$ cat src/sv/tlshs_pkg.sv
`timescale 1ns / 1ps
package tlshs_pkg;

    localparam int MAX_SEGMENT_BYTES_DEF = 65535;
    localparam int TDATA_W = 80;

    localparam logic [7:0]  REC_HANDSHAKE  = 8'h16;
    localparam logic [7:0]  HS_CLIENT      = 8'h01;
    localparam logic [7:0]  HS_SERVER      = 8'h02;
    localparam logic [7:0]  REC_MAJOR      = 8'h03;
    localparam logic [15:0] EXT_VERSIONS   = 16'h002b;
    localparam logic [15:0] EXT_SNI        = 16'h0000;
    localparam logic [15:0] VER_TLS13      = 16'h0304;
    localparam logic [7:0]  NAME_TYPE_HOST = 8'h00;
    localparam logic [24:0] SERVER_MIN_LEN = 25'd38;
    localparam logic [16:0] FIXED_END      = 17'd43;

    localparam logic [1:0] KIND_NONE   = 2'd0;
    localparam logic [1:0] KIND_TLS    = 2'd1;
    localparam logic [1:0] KIND_CLIENT = 2'd2;
    localparam logic [1:0] KIND_SERVER = 2'd3;

    typedef enum logic [4:0] {
        PH_REC_TYPE, PH_REC_VER, PH_REC_MINOR, PH_REC_LEN_HI, PH_REC_LEN_LO,
        PH_HS_TYPE, PH_HS_LEN1, PH_HS_LEN2, PH_HS_LEN3, PH_SKIP,
        PH_SESSION_LEN, PH_SUITES_HI, PH_SUITES_LO, PH_COMP_LEN,
        PH_EXTS_HI, PH_EXTS_LO, PH_EXT_T0, PH_EXT_T1, PH_EXT_L0, PH_EXT_L1,
        PH_SV_LEN, PH_SV_HI, PH_SV_LO,
        PH_SN_LIST_HI, PH_SN_LIST_LO, PH_SN_TYPE, PH_SN_LEN_HI, PH_SN_LEN_LO,
        PH_DONE
    } phase_t;

    typedef struct packed {
        logic [15:0] sni_length;
        logic [15:0] sni_offset;
        logic        sni_valid;
        logic        tls13_seen;
        logic        extensions_truncated;
        logic [15:0] mid_off;
        logic        mid_ok;
        logic [15:0] rec_end_off;
        logic        rec_end_ok;
        logic [7:0]  rec_type_byte;
        logic [1:0]  message_kind;
    } result_t;

endpackage

$ cat src/sv/tls_hello_sni_parser.sv
`timescale 1ns / 1ps
// channel | dir | tdata                 | tuser | tlast
// s_      | in  | data_byte[7:0]        | -     | last_byte
// m_      | out | result fields, 80 bit | -     | -
//
// one byte per cycle while s_tready is high; a segment's result is registered the
// cycle after its last byte and the parse state clears on that same edge
// throughput is one transaction per clock while s_tready is high
// s_tready drops only while a result is held and m_tready is low
// aresetn is synchronous and clears the parse state and the result register
module tls_hello_sni_parser #(
    parameter int MAX_SEGMENT_BYTES = tlshs_pkg::MAX_SEGMENT_BYTES_DEF
) (
    input  logic                          aclk,
    input  logic                          aresetn,
    input  logic                          s_tvalid,
    output logic                          s_tready,
    input  logic [7:0]                    s_tdata,   // data_byte
    input  logic                          s_tlast,   // last_byte
    output logic                          m_tvalid,
    input  logic                          m_tready,
    // message_kind, rec_type_byte, rec_end_ok, rec_end_off, mid_ok,
    // mid_off, extensions_truncated, tls13_seen, sni_valid, sni_offset,
    // sni_length, zero pad
    output logic [tlshs_pkg::TDATA_W-1:0] m_tdata
);
    import tlshs_pkg::*;

    logic    in_fire;
    result_t result;
    logic    m_tvalid_reg, m_tvalid_next;
    logic [TDATA_W-1:0] m_tdata_reg, m_tdata_next;

    assign s_tready = !m_tvalid_reg || m_tready;
    assign in_fire  = s_tvalid && s_tready;

    tlshs_parse #(.MAX_SEGMENT_BYTES(MAX_SEGMENT_BYTES)) u_parse (
        .aclk      (aclk),
        .aresetn   (aresetn),
        .byte_en   (in_fire),
        .data_byte (s_tdata),
        .last_byte (s_tlast),
        .result    (result)
    );

    always_comb begin
        m_tvalid_next = m_tvalid_reg && !m_tready;
        m_tdata_next  = m_tdata_reg;
        if (in_fire && s_tlast) begin
            m_tvalid_next = 1'b1;
            m_tdata_next  = TDATA_W'(result);
        end
    end

    always_ff @(posedge aclk) begin
        if (!aresetn) begin
            m_tvalid_reg <= 1'b0;
            m_tdata_reg  <= '0;
        end else begin
            m_tvalid_reg <= m_tvalid_next;
            m_tdata_reg  <= m_tdata_next;
        end
    end

    assign m_tvalid = m_tvalid_reg;
    assign m_tdata  = m_tdata_reg;

endmodule

$ cat src/sv/tlshs_parse.sv
`timescale 1ns / 1ps
module tlshs_parse #(
    parameter int MAX_SEGMENT_BYTES = tlshs_pkg::MAX_SEGMENT_BYTES_DEF
) (
    input  logic                aclk,
    input  logic                aresetn,
    input  logic                byte_en,
    input  logic [7:0]          data_byte,
    input  logic                last_byte,
    output tlshs_pkg::result_t  result
);
    import tlshs_pkg::*;

    localparam logic [15:0] POS_MAX = 16'(MAX_SEGMENT_BYTES);

    logic [15:0] pos_reg, pos_next;
    phase_t      phase_reg, phase_next, resume_reg, resume_next;
    logic [1:0]  kind_reg, kind_next;
    logic [7:0]  type_reg, type_next, hello_reg, hello_next;
    logic [16:0] claimed_reg, claimed_next, hs_end_reg, hs_end_next;
    logic [23:0] acc_reg, acc_next;
    logic [16:0] field_end_reg, field_end_next, blk_end_reg, blk_end_next;
    logic [16:0] ext_end_reg, ext_end_next, lst_end_reg, lst_end_next;
    logic [16:0] sni_ext_end_reg, sni_ext_end_next;
    logic [15:0] ext_kind_reg, ext_kind_next, fnd_off_reg, fnd_off_next;
    logic [15:0] fnd_len_reg, fnd_len_next;
    logic        ver_found_reg, ver_found_next, ver_done_reg, ver_done_next;
    logic        sni_done_reg, sni_done_next, block_reg, block_next;
    logic        sni_found_reg, sni_found_next;

    logic [17:0] here, fend, bound, ext_n;
    logic [24:0] hs_full;
    logic [23:0] acc_sn;
    logic [16:0] avail, hs_eff;
    logic        have_rec, have_mid, trunc, sni_ok;

    always_comb begin
        pos_next = pos_reg; phase_next = phase_reg; resume_next = resume_reg;
        kind_next = kind_reg; type_next = type_reg; hello_next = hello_reg;
        claimed_next = claimed_reg; hs_end_next = hs_end_reg; acc_next = acc_reg;
        field_end_next = field_end_reg; blk_end_next = blk_end_reg;
        ext_end_next = ext_end_reg; lst_end_next = lst_end_reg;
        sni_ext_end_next = sni_ext_end_reg; ext_kind_next = ext_kind_reg;
        fnd_off_next = fnd_off_reg; fnd_len_next = fnd_len_reg;
        ver_found_next = ver_found_reg; ver_done_next = ver_done_reg;
        sni_done_next = sni_done_reg; block_next = block_reg;
        sni_found_next = sni_found_reg;
        here    = 18'(pos_reg) + 18'd1;
        fend    = '0;
        ext_n   = 18'({acc_reg[7:0], data_byte});
        hs_full = 25'd9 + 25'({acc_reg[15:0], data_byte});
        acc_sn  = {acc_reg[15:0], data_byte};
        bound   = (blk_end_reg < hs_end_reg) ? 18'(blk_end_reg) : 18'(hs_end_reg);
        if (byte_en && pos_reg < POS_MAX) begin
            pos_next = pos_reg + 16'd1;
            case (phase_reg)
                PH_REC_TYPE: begin
                    type_next = data_byte; phase_next = PH_REC_VER;
                end
                PH_REC_VER: phase_next = (data_byte == REC_MAJOR) ? PH_REC_MINOR : PH_DONE;
                PH_REC_MINOR: begin
                    kind_next = KIND_TLS; phase_next = PH_REC_LEN_HI;
                end
                PH_REC_LEN_HI: begin
                    acc_next = 24'(data_byte); phase_next = PH_REC_LEN_LO;
                end
                PH_REC_LEN_LO: begin
                    claimed_next = 17'd5 + 17'({acc_reg[7:0], data_byte});
                    phase_next = (type_reg != REC_HANDSHAKE || claimed_next < 17'd9) ?
                                 PH_DONE : PH_HS_TYPE;
                end
                PH_HS_TYPE: begin
                    hello_next = data_byte;
                    phase_next = (data_byte == HS_CLIENT || data_byte == HS_SERVER) ?
                                 PH_HS_LEN1 : PH_DONE;
                end
                PH_HS_LEN1: begin
                    acc_next = 24'(data_byte); phase_next = PH_HS_LEN2;
                end
                PH_HS_LEN2: begin
                    acc_next = {acc_reg[15:0], data_byte}; phase_next = PH_HS_LEN3;
                end
                PH_HS_LEN3: begin
                    phase_next = PH_DONE;
                    if (hello_reg == HS_SERVER) begin
                        if (hs_full >= SERVER_MIN_LEN + 25'd9 && hs_full <= 25'(claimed_reg))
                            kind_next = KIND_SERVER;
                    end else if (hs_full <= 25'(claimed_reg)) begin
                        kind_next = KIND_CLIENT;
                        hs_end_next = hs_full[16:0];
                        if (hs_full[16:0] >= FIXED_END) begin
                            field_end_next = FIXED_END;
                            resume_next = PH_SESSION_LEN;
                            phase_next = (18'(FIXED_END) <= here) ? PH_SESSION_LEN : PH_SKIP;
                        end
                    end
                end
                PH_SKIP: if (here >= 18'(field_end_reg)) phase_next = resume_reg;
                PH_SESSION_LEN, PH_COMP_LEN: begin
                    fend = here + 18'(data_byte);
                    resume_next = (phase_reg == PH_SESSION_LEN) ? PH_SUITES_HI : PH_EXTS_HI;
                    if (here > 18'(hs_end_reg) || fend > 18'(hs_end_reg)) begin
                        phase_next = PH_DONE;
                    end else begin
                        field_end_next = fend[16:0];
                        phase_next = (fend <= here) ? resume_next : PH_SKIP;
                    end
                end
                PH_SUITES_HI, PH_EXTS_HI: begin
                    if (here + 18'd1 > 18'(hs_end_reg)) begin
                        phase_next = PH_DONE;
                    end else begin
                        acc_next = 24'(data_byte);
                        phase_next = (phase_reg == PH_SUITES_HI) ? PH_SUITES_LO : PH_EXTS_LO;
                    end
                end
                PH_SUITES_LO: begin
                    fend = here + ext_n;
                    resume_next = PH_COMP_LEN;
                    if (fend > 18'(hs_end_reg)) begin
                        phase_next = PH_DONE;
                    end else begin
                        field_end_next = fend[16:0];
                        phase_next = (fend <= here) ? PH_COMP_LEN : PH_SKIP;
                    end
                end
                PH_EXTS_LO: begin
                    fend = here + ext_n;
                    if (fend > 18'(claimed_reg)) begin
                        phase_next = PH_DONE;
                    end else begin
                        blk_end_next = fend[16:0];
                        block_next = 1'b1;
                        phase_next = PH_EXT_T0;
                    end
                end
                PH_EXT_T0: begin
                    if (here + 18'd3 > bound) begin
                        phase_next = PH_DONE;
                    end else begin
                        acc_next = 24'(data_byte); phase_next = PH_EXT_T1;
                    end
                end
                PH_EXT_T1: begin
                    ext_kind_next = {acc_reg[7:0], data_byte}; phase_next = PH_EXT_L0;
                end
                PH_EXT_L0: begin
                    acc_next = 24'(data_byte); phase_next = PH_EXT_L1;
                end
                PH_EXT_L1: begin
                    fend = here + ext_n;
                    if (fend > bound) begin
                        phase_next = PH_DONE;
                    end else begin
                        ext_end_next = fend[16:0];
                        field_end_next = fend[16:0];
                        resume_next = PH_EXT_T0;
                        phase_next = (fend <= here) ? PH_EXT_T0 : PH_SKIP;
                        if (ext_kind_reg == EXT_VERSIONS && !ver_done_reg) begin
                            ver_done_next = 1'b1;
                            if (ext_n >= 18'd1) phase_next = PH_SV_LEN;
                        end else if (ext_kind_reg == EXT_SNI && !sni_done_reg) begin
                            sni_done_next = 1'b1;
                            if (ext_n >= 18'd2) phase_next = PH_SN_LIST_HI;
                        end
                    end
                end
                PH_SV_LEN: begin
                    fend = here + 18'(data_byte);
                    if (fend <= 18'(ext_end_reg) && here + 18'd2 <= fend) begin
                        lst_end_next = fend[16:0];
                        phase_next = PH_SV_HI;
                    end else begin
                        field_end_next = ext_end_reg; resume_next = PH_EXT_T0;
                        phase_next = (18'(ext_end_reg) <= here) ? PH_EXT_T0 : PH_SKIP;
                    end
                end
                PH_SV_HI: begin
                    acc_next = 24'(data_byte); phase_next = PH_SV_LO;
                end
                PH_SV_LO: begin
                    if ({acc_reg[7:0], data_byte} != VER_TLS13 &&
                        here + 18'd2 <= 18'(lst_end_reg)) begin
                        phase_next = PH_SV_HI;
                    end else begin
                        if ({acc_reg[7:0], data_byte} == VER_TLS13) ver_found_next = 1'b1;
                        field_end_next = ext_end_reg; resume_next = PH_EXT_T0;
                        phase_next = (18'(ext_end_reg) <= here) ? PH_EXT_T0 : PH_SKIP;
                    end
                end
                PH_SN_LIST_HI: begin
                    acc_next = 24'(data_byte); phase_next = PH_SN_LIST_LO;
                end
                PH_SN_LIST_LO: begin
                    fend = here + ext_n;
                    if (fend <= 18'(ext_end_reg) && here + 18'd3 <= fend) begin
                        lst_end_next = fend[16:0];
                        phase_next = PH_SN_TYPE;
                    end else begin
                        field_end_next = ext_end_reg; resume_next = PH_EXT_T0;
                        phase_next = (18'(ext_end_reg) <= here) ? PH_EXT_T0 : PH_SKIP;
                    end
                end
                PH_SN_TYPE: begin
                    acc_next = 24'(data_byte); phase_next = PH_SN_LEN_HI;
                end
                PH_SN_LEN_HI: begin
                    acc_next = {acc_reg[15:0], data_byte}; phase_next = PH_SN_LEN_LO;
                end
                PH_SN_LEN_LO: begin
                    acc_next = acc_sn;
                    fend = here + 18'(acc_sn[15:0]);
                    field_end_next = ext_end_reg; resume_next = PH_EXT_T0;
                    phase_next = (18'(ext_end_reg) <= here) ? PH_EXT_T0 : PH_SKIP;
                    if (fend <= 18'(lst_end_reg)) begin
                        if (acc_sn[23:16] == NAME_TYPE_HOST) begin
                            if (acc_sn[15:0] != 16'd0) begin
                                sni_found_next = 1'b1;
                                fnd_off_next = here[15:0];
                                fnd_len_next = acc_sn[15:0];
                                sni_ext_end_next = ext_end_reg;
                            end
                        end else if (fend + 18'd3 <= 18'(lst_end_reg)) begin
                            field_end_next = fend[16:0]; resume_next = PH_SN_TYPE;
                            phase_next = (fend <= here) ? PH_SN_TYPE : PH_SKIP;
                        end
                    end
                end
                default: phase_next = PH_DONE;
            endcase
        end
    end

    // segment summary from the state after this byte
    always_comb begin
        avail    = 17'(pos_next);
        have_rec = kind_next != KIND_NONE && claimed_next != '0 && claimed_next <= avail;
        have_mid = kind_next == KIND_CLIENT && hs_end_next <= avail;
        hs_eff   = (hs_end_next < avail) ? hs_end_next : avail;
        trunc    = block_next && blk_end_next > hs_eff;
        sni_ok   = sni_found_next && sni_ext_end_next <= avail;
        result.message_kind         = kind_next;
        result.rec_type_byte        = (kind_next != KIND_NONE) ? type_next : 8'd0;
        result.rec_end_ok           = have_rec;
        result.rec_end_off          = have_rec ? claimed_next[15:0] : 16'd0;
        result.mid_ok               = have_mid;
        result.mid_off              = have_mid ?
            16'(17'd9 + ((hs_end_next - 17'd9) >> 1)) : 16'd0;
        result.extensions_truncated = trunc;
        result.tls13_seen           = block_next && !trunc && ver_found_next;
        result.sni_valid            = sni_ok;
        result.sni_offset           = sni_ok ? fnd_off_next : 16'd0;
        result.sni_length           = sni_ok ? fnd_len_next : 16'd0;
    end

    always_ff @(posedge aclk) begin
        if (!aresetn || (byte_en && last_byte)) begin
            pos_reg <= '0; phase_reg <= PH_REC_TYPE; resume_reg <= PH_REC_TYPE;
            kind_reg <= '0; type_reg <= '0; hello_reg <= '0; claimed_reg <= '0;
            hs_end_reg <= '0; acc_reg <= '0; field_end_reg <= '0; blk_end_reg <= '0;
            ext_end_reg <= '0; lst_end_reg <= '0; sni_ext_end_reg <= '0;
            ext_kind_reg <= '0; fnd_off_reg <= '0; fnd_len_reg <= '0;
            ver_found_reg <= 1'b0; ver_done_reg <= 1'b0; sni_done_reg <= 1'b0;
            block_reg <= 1'b0; sni_found_reg <= 1'b0;
        end else begin
            pos_reg <= pos_next; phase_reg <= phase_next; resume_reg <= resume_next;
            kind_reg <= kind_next; type_reg <= type_next; hello_reg <= hello_next;
            claimed_reg <= claimed_next; hs_end_reg <= hs_end_next; acc_reg <= acc_next;
            field_end_reg <= field_end_next; blk_end_reg <= blk_end_next;
            ext_end_reg <= ext_end_next; lst_end_reg <= lst_end_next;
            sni_ext_end_reg <= sni_ext_end_next; ext_kind_reg <= ext_kind_next;
            fnd_off_reg <= fnd_off_next; fnd_len_reg <= fnd_len_next;
            ver_found_reg <= ver_found_next; ver_done_reg <= ver_done_next;
            sni_done_reg <= sni_done_next; block_reg <= block_next;
            sni_found_reg <= sni_found_next;
        end
    end

endmodule

$ cat config.mk
export PLATFORM = sky130hd
export DESIGN_NAME = tls_hello_sni_parser
export DESIGN_NICKNAME = d
export VERILOG_FILES = /design/src/sv/tlshs_pkg.sv /design/src/sv/tls_hello_sni_parser.sv /design/src/sv/tlshs_parse.sv
export SDC_FILE = /design/constraint.sdc
export NUM_CORES = 1
export LEC_CHECK = 0
export BUFFER_PORTS_ARGS = -buffer_cell sky130_fd_sc_hd__buf_2
export CORE_AREA = 2 2 267 190
export DETAILED_ROUTE_END_ITERATION = 10
export DIE_AREA = 0 0 269 192
export GPL_TIMING_DRIVEN = 0
export PLACE_DENSITY_LB_ADDON = 0.3
export RECOVER_POWER = 25
export SYNTH_ARGS = -nofsm -noshare
export SYNTH_HDL_FRONTEND = slang
export SYNTH_HIERARCHICAL = 1
export SYNTH_SLANG_ARGS = --single-unit
$ cat constraint.sdc
create_clock -name aclk -period 14.6 [get_ports aclk]
set_input_delay 2.92 -clock aclk [delete_from_list [all_inputs] [get_ports aclk]]
set_output_delay 2.92 -clock aclk [all_outputs]
set_load 0.01 [all_outputs]
; Yosys cells after proc, flatten, opt, wreduce, memory -nomap -nowiden
; Index checks and enable logic that the tools add are counted.
[word_totals]
register_bits = 312
latch_bits = 0
ramBits = 0
rom_bits = 0
inputBits = 13
output_inout_bits = 82
wordCells = 285
mem_count = 0
[classes]
addsub = 12
n_mul = 0
n_div = 0
n_lt_le_gt_ge = 32
eq_ne = 50
shifts = 0
n_mux = 114
bitwise_logic = 2
reduce_logical = 51
[ops]
columns = operator, count
row1 = $mux 17, 30
row2 = $mux 16, 17
row3 = $mux 5, 34
row4 = $pmux 17 s8, 1
row5 = $pmux 5 s26, 1
row6 = $gt 18x17->1, 5
row7 = $le 18x17->1, 5
row8 = $le 18x18->1, 4
row9 = $pmux 16 s4, 1
row10 = $eq 5x5->1 const B, 12
row11 = $add 18x2->18 const B, 3
row12 = $le 17x16->1, 3
row13 = $eq 5x4->1 const B, 8
row14 = $pmux 5 s8, 1
row15 = $gt 18x18->1, 2
row16 = $pmux 17 s2, 1
row17 = $add 4x24->25 const A, 1
row18 = $ge 25x6->1 const B, 1
row19 = $le 25x17->1, 1
row20 = $eq 8x2->1 const B, 3
row21 = $mux 8, 3
row22 = $eq 5x3->1 const B, 4
row23 = $add 17x16->18, 1
row24 = $add 18x1->18 const B, 1
row25 = other kinds (53), 118

; Longest topological paths before layout
; Gate-level depths: netlist of run 1.
[depth]
depth_word = 13
depth_mapped = 51
depth_no_buf = 43

; Hierarchy
; The synthesis of run 1 kept the hierarchy.
[by_module_without_submodules]
columns = mod, instances, cells_per_inst, area_each_um2, seq_area_each_um2
row1 = tlshs_parse, 1, 3077, 23568.9, 4644.5
row2 = tls_hello_sni_parser, 1, 351, 3193.1, 1601.5

; Least setup slack after synthesis of run 1
; OpenSTA, ideal clock, no wires.
[synth_timing]
path_type = input-to-reg
start = input s_tdata[0]
end = register m_tdata_reg[44] (netlist: m_tdata[44])
setup_ns = 0.121
t_arrival_ns = 10.612
t_required_ns = 14.479
slack_ns = 3.866
cell_stages = 48
n_path_buf = 7
path_cell_list = ha_1 buf_2 a21o_1 nand2_1 nor2_1 xnor2_1 ha_1 nand4_1 or4_1 o31ai_1 and3_1 nand3_1 buf_6 buf_6 clkbuf_1 buf_2 a21oi_1 inv_1 [... 12 more ...] mux2_2 ha_1 nor2b_1 o21a_1 o21a_1 o21a_1 o21a_1 o21a_1 o21ai_0 nand2b_1 a21oi_1 o21ai_0 a221oi_1 a31o_2 nor2_1 buf_4 nand2_1 mux2i_1
[synth_via]
elab_chain_cells = 10
word_cells_on_any_way = 18
classes_between = 2 x add/sub / 4 x order compare / 11 x mux / 1 x reduce/logical
[synth_lines]
columns = item, line
row1 = "start, declared", tls_hello_sni_parser.sv:18  ; input logic [7:0] s_tdata,
row2 = $add 4x24->25 *, tlshs_parse.sv:51  ; hs_full = 25'd9 + 25'({acc_reg[15:0], data_byte});
row3 = $le 25x17->1, tlshs_parse.sv:88  ; end else if (hs_full <= 25'(claimed_reg)) begin
row4 = $mux 17 *, tlshs_parse.sv:88
row5 = $mux 17 *, tlshs_parse.sv:85  ; if (hello_reg == HS_SERVER) begin
row6 = $mux 17 *, tlshs_parse.sv:56  ; case (phase_reg)
row7 = $mux 17 *, tlshs_parse.sv:54  ; if (byte_en && pos_reg < POS_MAX) begin
row8 = via u_parse.hs_end_next[1], tlshs_parse.sv:20  ; logic [16:0] claimed_reg, claimed_next, hs_end_reg, hs_end_next;
row9 = $lt 17x16->1, tlshs_parse.sv:239  ; hs_eff = (hs_end_next < avail) ? hs_end_next : avail;
row10 = $mux 17 *, tlshs_parse.sv:239
row11 = $gt 17x17->1 *, tlshs_parse.sv:240  ; trunc = block_next && blk_end_next > hs_eff;
row12 = $logic_and 1x1->1 *, tlshs_parse.sv:240
row13 = via u_parse.trunc, tlshs_parse.sv:35  ; logic have_rec, have_mid, trunc, sni_ok;
row14 = "end signal, assigned", tls_hello_sni_parser.sv:61  ; m_tdata_reg <= m_tdata_next;
row15 = "end, declared", tls_hello_sni_parser.sv:32  ; logic [TDATA_W-1:0] m_tdata_reg, m_tdata_next;
; The timed path passes the listed nets; every way through them passes the cells marked *.
; A chain may end at the register's enable or synchronous reset.

==> results of run 1 <==
-- path summary, 6_finish.rpt --
kind	from	endpoint	slack (ns)
setup / recovery	u_parse/pos_reg[0]	m_tdata[50]	0.70
setup reg to reg	u_parse/pos_reg[0]	m_tdata[50]	0.70
hold / removal	m_tdata[27]	m_tdata[27]	0.46
hold reg to reg	m_tdata[27]	m_tdata[27]	0.46
-- worst max-delay path, delay by kind of cell (launching register included) --
kind                     cells  cell delay, ns
AO/OA/AOI/OAI               15            4.11
flip-flops                   1            0.63
multiplexers                 1            0.14
XOR/XNOR                     1            0.18
adder cells (fa/ha/maj)      4            1.55
buffers and inverters        9            4.72
AND/OR/NAND/NOR             13            2.45
-- per-stage QoR --
step / hold WS [ns] / cell area [um^2] / utilization
3_5_place_dp: 0.4437 / 28300 / 0.5784
2_1_floorplan: 0.4250 / 26770 / -
3_3_place_gp: 0.4383 / 28070 / 0.5737
5_1_grt: 0.4671 / 29310 / 0.5992
4_1_cts: 0.4525 / 29410 / 0.6011
6_report: 0.4563 / 29330 / 0.5995
-- layer usage --
layer / vias up / wire length (um) / share of wire
li1: 12430 / - / -
met1: 12880 / 47660 / 0.43
met2: 1754 / 42230 / 0.38
met3: 300 / 16530 / 0.15
met4: 2 / 4132 / 0.037
met5: - / 8 / 0.000072
-- where the power goes --
group | leakage (uW) | switching [uW] | internal, uW
Clock | 0.000538 | 389 | 523
Sequential | 0.00251 | 5.06 | 857
Combinational | 0.00939 | 365 | 191
Total | 0.0124 | 759 | 1570
-- placed cells by master (no fill, tap or decap), drive strengths merged, types with 7 or more instances in the layout --
cell type and count:
a2111oi 12, a211oi 23, a21o 85, a21oi 223, a222oi 9, a22oi 13, a31oi 20, and2 54
and3 25, and4 16, buf 68, clkbuf 234, clkinv 9, dfxtp 312, ha 405, inv 197
mux2 23, mux2i 171, nand2 375, nand2b 32, nand3 83, nand4 82, nor2 418, nor2b 41
nor3 67, nor3b 8, nor4 34, o211ai 10, o21a 60, o21ai 152, o21bai 7, o221ai 8
o22ai 14, or2 11, or3 25, or4 10, xnor2 126, xor2 30
-- final cells by class --
class,instances,share of cell area
Clock inverter,12,0.008149
Sequential cell,312,0.2130
Inverter,201,0.02573
Clock buffer,43,0.02969
Multi-Input combinational cell,2763,0.6531
Tap cell,665,0.02837
Buffer,154,0.02347
Antenna cell,6,0.0005120
Timing Repair Buffer,105,0.01796
-- kinds of logic after synthesis --
kind of cell             count (synthesis)
AND/OR/NAND/NOR                       1294
AO/OA/AOI/OAI                          708
adder cells (fa/ha/maj)                406
buffers and inverters                  355
flip-flops                             312
multiplexers                           194
XOR/XNOR                               156
other                                    3
==> impl_metrics.yaml, run 1 <==
global_route:
  grt_max_degree: 17
  grt-ovfl-total: 0
  grt_pass1_vias: 24580
  grt_pass1_wl_mm: 160.4
  grt.busiest_layer: "met1"
  grt_usage: 0.4204
  globalRouteMet3Util: 0.1577
  met1_usage: 0.5989
  antenna_found_initial: 5
  grt_use_met2: 0.5772
synthesis:
  synthCells: 3428
  synthTopCellsByCount: "nor2_1 (418), ha_1 (405), nand2_1 (375), dfxtp_1 (312), a21oi_1 (221)"
  yosys.area.top_type: "dfxtp_1"
  synth_xor_area_frac: 0.05133
  netlist_area_um2: 26760
  ys_ff_latch: 312
  synth.most_common_cell: "nor2_1"
  synth_edf_count: 0
  synth_fa_ha_area_frac: 0.1901
  async_flop_share: 0
  syn_area_per_cell_um2: 7.807
  ys.flop_type: "dfxtp_1"
  netlist.area_leader.share: 0.2334
  synth_compound_area_frac: 0.1689
  synthTopCellsByArea: "dfxtp_1 (23%), ha_1 (19%), mux2i_1 (6.3%)"
  synth_mux_area_frac: 0.07424
  ys_types: 89
  synthSimpleGateAreaFrac: 0.2277
  synth_top_family_by_area: "simple AND/OR/NAND/NOR gates"
  yosys_warnings: 6
  synth_seq_area_share: 0.2334
sta:
  clock.fmax_mhz: 71.93
  setup_tns_ns: 0
  hold_viol_final: 0
  relSlewSlack: -0.2302
  fin_ws_ns: 0.6983
  drv_slew: 36
  setup_violations: 0
  fin_crit_ns: 13.90
  fin_skew_ns: 0.03241
  period_share: 0.9522
  grt_setup_unrepaired: "no"
  tightest_slew_ns: 1.821
setup_path:
  cp_common_cell: "clkbuf_1"
  max_stage_delay_ns: 1.12
  worstPathArrival_ns: 14.45
  cp_max_fo: 11
  reg2regPathDepth: 43
  cp-start-kind: "flip-flop"
  endpoint_kind: "flip-flop"
  critPathKind: "flip-flop to flip-flop"
  cp.required_ns: 15.15
  worst_path_max_delay_cell: "buf_1"
cts:
  cts_tree: "done"
  clkSlewWorstSetupHoldPaths_ns: 0.07
  cts_resized: 0
  root_buffer: "clkbuf_16"
  cts_buffer_depth: 3
  clock_sinks: 312
  clk_latency_ns: 0.64
  postCtsHoldBufs: 0
  cts_inserted_buffers: 31
  post-cts-setup-buffers: 0
  htree_levels: 1
power:
  p_total_uw: 2331
  p_per_area_nw_per_um2: 79.48
  p_leak_uw: 0.01244
  ir_worst_vdd_v: 0.0001072
route:
  firstDrtPassIters: 8
  drc: 0
  postRouteWirelength_mm: 110.6
  num_vias: 27370
  ant_nets: 0
  wl_per_cell_um: 25.95
  drt-vias-per-instance: 6.422
  drt_iter0_markers: 4275
die:
  chipWidth_um: 269
  ios: 95
  row_count: 68
  core_um2: 48920
  start_util: 0.5470
  dieArea_um2: 51650
  die_h_um: 192
min_path:
  min_path_cells: 2
  hp-class: "flip-flop to flip-flop"
final_layout:
  multi_input_area_um2: 19150
  area_growth_pct: 9.584
  layout.cells.non_filler: 4261
  largest_reg_flops: 79
  drive_gt1_frac: 0.04903
  regArea_um2: 6246
  nNetsFinal: 3987
  fillers: 4662
place:
  numPlacedInstances: 4199
  dp_hpwl_mm: 87.23
  gp_congestion: 1.073
  port-buffer-count: 93
  place_ws_ns: 1.341
outcome:
  failed_checks: "max-capacitance violations, max-slew violations"
  outcome: "finished, violations left"
run:
  cap_violations: 6
Note: power is estimated with default switching activity, not from simulation.
==> inputs of run 2 (changes only) <==
- ABC_AREA: not set -> 1
- CORE_AREA: 2 2 267 190 -> 2 2 276 196
- DIE_AREA: 0 0 269 192 -> 0 0 278 198
==> impl_metrics.yaml, run 2 <==
synthesis:
  ys.flop_type: "dfxtp_1"
  yosys.area.top_type: "dfxtp_1"
  synthCells: 4455
  synth_edf_count: 0
  ys_ff_latch: 312
  synth_seq_area_share: 0.2189
  netlist_area_um2: 28530
  yosys_warnings: 6
  ys_types: 66
  synth_xor_area_frac: 0.03118
  async_flop_share: 0
  synth_top_family_by_area: "simple AND/OR/NAND/NOR gates"
  synthTopCellsByArea: "dfxtp_1 (22%), ha_1 (18%), nand2_1 (13%)"
  synth_compound_area_frac: 0.1395
  synthTopCellsByCount: "nand2_1 (966), inv_1 (725), nor2_1 (521), ha_1 (405), dfxtp_1 (312)"
  syn_area_per_cell_um2: 6.404
  synth_mux_area_frac: 0
  synth_fa_ha_area_frac: 0.1783
  netlist.area_leader.share: 0.2189
  synthSimpleGateAreaFrac: 0.3074
  synth.most_common_cell: "nand2_1"
route:
  drt-vias-per-instance: 5.835
  postRouteWirelength_mm: 110.7
  firstDrtPassIters: 8
  wl_per_cell_um: 20.85
  drc: 0
  num_vias: 30970
  ant_nets: 0
  drt_iter0_markers: 4311
final_layout:
  area_growth_pct: 8.973
  regArea_um2: 6246
  final_cell_mix: "nand2_1 (967), inv_1 (725), nor2_1 (521)"
  nNetsFinal: 5012
  fillers: 5236
  layout.cells.non_filler: 5307
  drive_gt1_frac: 0.05421
  multi_input_area_um2: 18800
  largest_reg_flops: 79
  final_common_cell: "nand2_1"
place:
  place_ws_ns: 2.807
  numPlacedInstances: 5248
  dp_hpwl_mm: 87.09
  gp_congestion: 1.072
  port-buffer-count: 92
cts:
  root_buffer: "clkbuf_16"
  clkSlewWorstSetupHoldPaths_ns: 0.06
  clock_sinks: 312
  htree_levels: 2
  postCtsHoldBufs: 0
  cts_inserted_buffers: 36
  cts_tree: "done"
  cts_buffer_depth: 3
  cts_resized: 0
  post-cts-setup-buffers: 0
  clk_latency_ns: 0.58
run:
  cap_violations: 5
global_route:
  grt_max_degree: 14
  grt_pass1_wl_mm: 163.6
  grt_pass1_vias: 26970
  antenna_found_initial: 2
  grt_usage: 0.3918
  grt-ovfl-total: 0
setup_path:
  endpoint_kind: "flip-flop"
  worst_path_max_delay_cell: "xor2_1"
  crit_buf_inv: 9
  cp_common_cell: "nand2_1"
  cp-start-kind: "flip-flop"
  critPathKind: "flip-flop to flip-flop"
  max_stage_delay_ns: 0.97
  cp_max_fo: 11
  cp.required_ns: 15.05
  crit_family: "buffers and inverters"
  worstPathArrival_ns: 13.19
die:
  start_util: 0.5398
  ios: 95
  chipWidth_um: 278
  row_count: 71
  core_um2: 52860
  dieArea_um2: 55040
  die_h_um: 198
sta:
  holdWs_ns: 0.4558
  clock.fmax_mhz: 78.53
  hold_viol_final: 0
  setup_tns_ns: 0
  grt_setup_unrepaired: "no"
  drv_slew: 20
  relSlewSlack: -0.01837
  tightest_slew_ns: 1.522
  setup_violations: 0
  fin_ws_ns: 1.866
  fin_crit_ns: 12.73
  period_share: 0.8722
  fin_skew_ns: 0.03317
outcome:
  failed_checks: "max-capacitance violations, max-slew violations"
  outcome: "finished, violations left"
power:
  p_leak_uw: 0.01536
  ir_worst_vdd_v: 0.00009451
  p_per_area_nw_per_um2: 109.3
  p_total_uw: 3399
min_path:
  hp-class: "flip-flop to flip-flop"
## run 2: changes by cell type after synthesis, moves of 56 or more
cell and change:
xnor2_1 -115, a21o_1 -68, nor2_1 +103, mux2i_1 -169, a21oi_1 +70, o21ai_0 +125, inv_1 +533, nand3_1 +71
nand2_1 +591, xor2_1 +56, nand4_1 +87
## run 2: routing by layer
layer | vias to the layer above | track usage | routed length (um)
li1 | 14760 | - | -
met1 | 14030 | 0.5732 | 48180
met2 | 1923 | 0.5317 | 41040
met3 | 247 | 0.1305 | 17580
met4 | 8 | 0.1181 | 3681
met5 | - | 0.02122 | 182
## run 2: worst register-to-register path: cells and delay by family (launching register included)
kind                       cells  cell delay [ns]
DFF                            1             0.96
and+or+nand+nor               25             3.60
buffers and inverters          9             4.13
adders and majority gates      3             1.28
xor gates and xnor gates       2             1.30
AOI/OAI and AO/OA             10             1.37
## run 2: power breakdown
part           switching, uW  internal (uW)
clock network            388            565
logic                   1060            481
registers               21.8            883
total                   1470           1930
## run 2: per-stage QoR
step	instance area (um^2)	utilization
2_1_floorplan	28540	-
3_3_place_gp	29870	0.5650
3_5_place_dp	30010	0.5677
4_1_cts	31200	0.5902
5_1_grt	31090	0.5881
6_report	31090	0.5882
## run 2: layout make-up
class	instances	share of cell area
multi-input cells	3240	0.6047
flip-flops and latches	312	0.2009
inverters	751	0.09067
clock buffers	47	0.03191
well taps	693	0.02789
plain buffers	154	0.02322
repair buffers	98	0.01425
clock inverters	10	0.006318
diodes	2	0.0001610
## run 2: logic make-up after synthesis
logic type	count (synthesis)
AND/OR/NAND/NOR	2013
buffers and inverters	905
AO/OA/AOI/OAI	717
adder cells (fa/ha/maj)	406
flip-flops	312
XOR/XNOR	99
other	3
## run 2: worst paths after layout
kind,cells past startpoint,end,slack [ns],from
worst max-delay path,49,m_tdata[46],1.87,u_parse/pos_reg[0]
worst min register to register,2,u_parse/sni_found_reg,0.46,u_parse/sni_found_reg
worst max register to register,49,m_tdata[46],1.87,u_parse/pos_reg[0]
worst min-delay path,2,u_parse/sni_found_reg,0.46,u_parse/sni_found_reg
